[src/sv/sliding_window_rate_limiter_macros.svh]
`ifndef SLIDING_WINDOW_RATE_LIMITER_MACROS_SVH
`define SLIDING_WINDOW_RATE_LIMITER_MACROS_SVH

// same-cycle implication
`define SWRL_ASSERT_NOW(label, clk, rst, ante, cons, msg) \
  label: assert property (@(posedge clk) disable iff (rst) (ante) |-> (cons)) \
    else $error(msg);

// next-cycle implication
`define SWRL_ASSERT_NEXT(label, clk, rst, ante, cons, msg) \
  label: assert property (@(posedge clk) disable iff (rst) (ante) |=> (cons)) \
    else $error(msg);

`endif

[src/sv/swrl_pkg.sv]
`timescale 1ns / 1ps

package swrl_pkg;

  localparam int KEYS       = 256;
  localparam int MAX_EV     = 16;
  localparam int TIME_W     = 32;
  localparam int KEY_BITS   = $clog2(KEYS);
  localparam int SLOT_BITS  = $clog2(MAX_EV);
  localparam int CNT_BITS   = $clog2(MAX_EV + 1);
  localparam int STAMP_ABITS = KEY_BITS + SLOT_BITS;

  localparam int CFG_W      = 5;
  localparam int WIN_W      = 16;
  localparam int APB_AW     = 3;
  localparam int APB_DW     = 32;

  localparam logic [CFG_W-1:0] MAX_EVENTS_RST = 5'd5;
  localparam logic [WIN_W-1:0] WINDOW_RST     = 16'd60;

  localparam logic REG_MAX_EVENTS = 1'b0;
  localparam logic REG_WINDOW     = 1'b1;

  localparam logic OP_ALLOW = 1'b0;
  localparam logic OP_RESET = 1'b1;

  typedef struct packed {
    logic [SLOT_BITS-1:0] oldest;
    logic [CNT_BITS-1:0]  count;
  } meta_t;

endpackage

[src/sv/swrl_meta_mem.sv]
`timescale 1ns / 1ps

module swrl_meta_mem import swrl_pkg::*; (
  input  logic                clk,
  input  logic                rst,
  input  logic                rd_en,
  input  logic [KEY_BITS-1:0] rd_addr,
  output meta_t               rd_data,
  input  logic                we,
  input  logic [KEY_BITS-1:0] wr_addr,
  input  meta_t               wr_data
);

  meta_t            mem [KEYS];
  logic [KEYS-1:0]  valid;
  meta_t            rd_raw;
  logic             rd_valid;

  always_ff @(posedge clk) begin
    if (we) begin
      mem[wr_addr] <= wr_data;
    end
    if (rd_en) begin
      rd_raw <= mem[rd_addr];
    end
  end

  // unwritten entries read as the cleared value
  always_ff @(posedge clk) begin
    if (rst) begin
      valid    <= '0;
      rd_valid <= 1'b0;
    end else begin
      if (we) begin
        valid[wr_addr] <= 1'b1;
      end
      if (rd_en) begin
        rd_valid <= valid[rd_addr];
      end
    end
  end

  assign rd_data = rd_valid ? rd_raw : '0;

endmodule

[config.mk]
export PLATFORM = sky130hd
export DESIGN_NAME = swrl_meta_mem
export DESIGN_NICKNAME = d
export VERILOG_FILES = /design/src/sv/sliding_window_rate_limiter_macros.svh /design/src/sv/swrl_pkg.sv /design/src/sv/swrl_meta_mem.sv
export SDC_FILE = /design/constraint.sdc
export NUM_CORES = 2
export LEC_CHECK = 0
export CORE_ASPECT_RATIO = 1.2
export CORE_UTILIZATION = 50
export CTS_BUF_LIST = sky130_fd_sc_hd__clkbuf_8
export CTS_CLUSTER_DIAMETER = 150
export CTS_CLUSTER_SIZE = 24
export DETAILED_ROUTE_END_ITERATION = 8
export DONT_BUFFER_PORTS = 1
export PLACE_DENSITY = 0.76
export SYNTH_ARGS = -nofsm -noshare
export SYNTH_HDL_FRONTEND = slang
export SYNTH_SLANG_ARGS = --single-unit
[constraint.sdc]
create_clock -name clk -period 3.8 [get_ports clk]
set_input_delay 0.76 -clock clk [delete_from_list [all_inputs] [get_ports clk]]
set_output_delay 0.76 -clock clk [all_outputs]
set_load 0.005 [all_outputs]
After elaboration in Yosys (flattened, before gate mapping)
Memories as Yosys holds them, arrays and structs flattened. A register that Yosys moved wholly into a read port is not among the register bits.
Cells that the tools add are included.
Widths: inputs -> output; s select.

operators by class
  order comparisons = 3
  muxes and demuxes = 7
  bitwise logic cells = 1
  reductions and logical operators = 1

operators with widths
  cell                number
  $or 256x256->256    1
  $lt 8x9->1 const B  2
  $mux 9              1
  $bmux 1 s8          1
  $demux 1 s8         1
  $ge 8x1->1 const B  1
  $mux 1              4
  $logic_and 1x1->1   1

storage, ports and cells
  register bits after elaboration = 257
  bits in writable memories = 2304
  input bits = 29
  output and inout port bits = 9
  logic and storage cells = 15
  memories = 1

memory list
  memory  depth  width  read ports  clocked after memory_dff  wr ports  RTL line             source
  mem     256    9      1           1                         1         swrl_meta_mem.sv:14  meta_t mem [KEYS];

Logic depth before layout (Yosys ltp)
  word-level depth = 5
  gate-level depth with buffers = 12

Worst setup path before layout
OpenSTA, ideal clock, no wires.

  path kind = input to register
  start point = input port rd_addr[1]
  end point = register rd_raw[0] (netlist name)
  library setup time = 0.259 ns
  data arrival time = 3.015 ns
  data required time = 3.541 ns
  slack = 0.526 ns
  stages = 11
  buffers on the path = 5
  cell sequence = buf_4 buf_2 buf_2 clkbuf_1 buf_1 mux4_2 a22oi_1 a21oi_1 nor4_1 o22ai_1 or2_1

RTL lines
  element             RTL line            source
  start: declaration  swrl_meta_mem.sv:7  input logic [KEY_BITS-1:0] rd_addr,

==> flow_summary.ini <==
[outcome]
status = complete, but fails checks
violations = slew limit, setup timing

[yosys]
synth-main-ff-cell = edfxtp_1
synth_area_per_cell_um2 = 19.9
ys_async_sr_fraction_pct = 0
synth.top_cell.area_share_pct = 71.2
synthCells = 4911
synth_area_um2 = 97500
synth.area.top_cells = edfxtp_1 71%, mux4_2 15%, dfxtp_1 5.3%
synth-warning-count = 0
synth_fp_nets = 4940
synthDistinctLibCells = 43
ys_ff_latch = 2570
synth_top_area_cell = edfxtp_1
yosysSeqAreaShare_pct = 76.5
synthMostInstantiatedCell = edfxtp_1
synth-edff-count = 2313
ys_top_cells_by_count = 2,313 x edfxtp_1, 720 x nor2_1, 637 x mux4_2, 300 x a22oi_1, 257 x dfxtp_1

[clocking]
clock_path_buffers = 3
cts_root_buf = clkbuf_8
cts_tree = built
cts.sinks = 2570
cts_made_buffers = 117
postCtsSetupBuffers = 0
htreeDepth = 3
insertion_delay_ps = 970
path_clk_slew_ps = 150

[detailed_routing]
drt-total-wl_um = 237000
wire_per_inst_um = 30.1
ant_nets = 0
vias = 49800
wl_met2_um = 116000
drt_iter0_markers = 7237
drt_pass1_iterations = 8
topRoutingLayerUsed = met4
met1Wirelength_um = 85500
vias_per_cell = 6.33
wl_met3_um = 23500
drc = 0

[power_and_ir_drop]
p_leak_nw = 32.9
peakVddDrop_uv = 325
power_mw = 44.2
cellPowerDensity_nw_per_um2 = 418

[timing]
worst_slack_ps = -112
fmax_mhz = 256
slew_headroom_pct = -68.2
finalClockSkew_ps = 47.6
post-route-min-period_ps = 3910
fin_crit_sh_pct = 103
fin_tns_setup_ps = -474
finalHoldViolCount = 0
setup_viol = 7
final_max_slew_viol_count = 575
tightest_slew_ps = 2520

[placed_design]
io_buffers = 0
dp_cells = 7571
post_dp_cell_area_um2 = 102000
gp_congestion = 0.855
place_hpwl_um = 127000

[die]
initial_core_util_pct = 50.3
io_pins = 38
fp-row-count = 177
fp.dieArea_um2 = 197000
core_area_um2 = 194000
die_x_um = 405
fp.dieH_um = 486

[worst_setup_path]
cp_max_fo = 637
cpMaxStageDelayCell = mux4_2
critPathLaunchType = input pin
worstPathCellList = mux4_2 -> a22oi_1 -> a21oi_1 -> nor4_1 -> o22ai_1 -> or2_1
critPathMaxStageDelay_ps = 880
worstSetupPathType = in2reg
cp-end-kind = flip-flop
required_ps = 4550
crit_arrival_ps = 4660
critPathBufInv = 0
crit_family = compound AO/OA/AOI/OAI gates

[final_layout]
multi_input_area_um2 = 21600
postLayoutCoreUtil_pct = 54.5
drive_gt1_share_pct = 22.9
syn_to_final_growth_pct = 8.31
nNetsFinal = 5191
final-seq-area_um2 = 74600
fin_cells = 7861
finalInstanceArea_um2 = 106000
fill_cells = 14300

[grt]
gr-total-overflow = 0
antenna_found_initial = 9
grt_start_max_net_pins = 647
grt_pass1_vias = 48800
grt_pass1_wl_um = 334000
grt_use_total_pct = 23.4

[job]
cap_violations = 0

[worst_hold_path]
hp-class = in2reg
## cell families after synthesis
| logic type | after synthesis | synth area share, % |
|---|---|---|
| simple gates | 864 | 3.59 |
| flops | 2570 | 76.5 |
| buf+inv | 307 | 1.39 |
| mux | 651 | 14.9 |
| compound gates | 519 | 3.67 |
## per-stage QoR
step	hold slack, ps	worst slack [ps]
6_report	98.2	-112
3_5_place_dp	452	-356
5_1_grt	73.4	-17.7
2_1_floorplan	432	526
4_1_cts	6.79	756
3_3_place_gp	443	-403
## worst paths after layout
kind | startpoint | end | slack (ps) | cells past startpoint
max | rd_addr[1] | rd_raw[5] | -110 | 6
max reg2reg | mem[247][3] | rd_raw[3] | 850 | 6
min reg2reg | valid[206] | valid[206] | 480 | 2
min | rst | rd_valid | 100 | 3
## worst register-to-register path: cells and delay by family (launching register included)
kind | cells | cell delay, ps
AO/OA/AOI/OAI | 3 | 990
AND/OR/NAND/NOR | 2 | 860
multiplexers | 1 | 500
flip-flops | 1 | 380
## report_power, final
| group | leakage [nW] | internal [mW] | total [mW] | switching (mW) |
|---|---|---|---|---|
| Sequential | 22.9 | 30.8 | 30.8 | 0.0306 |
| Combinational | 8.62 | 1.01 | 2.43 | 1.42 |
| Clock | 1.37 | 3.00 | 10.9 | 7.94 |
## per-layer routing
layer  up-vias  GRT usage, %
met5         -             0
met3       444          3.58
met4         0          11.5
met1     26100          31.6
li1      20300             -
met2      2958          37.4
## repair_timing
action                      CTS  global route
hold endpoints to repair   1412             0
setup endpoints to repair     0            10
hold buffers                 52             0
gates resized for setup       0             1
## flip-flops by register name (all words and copies together) (netlist names)
register / count
valid: 256
rd_raw: 9
rd_valid: 1
mem: 2304
## layout by cell type, fill, tap and decap left out, types with 3 or more instances in the layout
cell,n
and2_1,9
o21ba_2,29
a22oi_1,300
buf_12,14
mux4_2,637
clkbuf_8,120
nor2_1,719
buf_16,20
o22ai_1,21
nand2_1,27
nand4_1,9
a211oi_1,3
dfxtp_1,257
edfxtp_1,2313
o221ai_1,5
dlygate4sd3_1,32
nor3_1,3
inv_1,98
a21oi_1,150
clkbuf_16,10
or2_1,9
buf_4,357
nor4_1,36
clkinvlp_4,3
mux2i_1,12
diode_2,5
nand3_1,24
nor2b_1,11
or2_2,3
## cell type report
class	count	area share, %
Tap cell	2595	3.07
Clock buffer	120	1.56
Multi-Input combinational cell	2034	20.5
Clock inverter	98	0.388
Inverter	6	0.0213
Sequential cell	2570	70.6
Timing Repair Buffer	433	3.86
Antenna cell	5	0.0118
No activity file was read; power rests on OpenSTA's default activity.
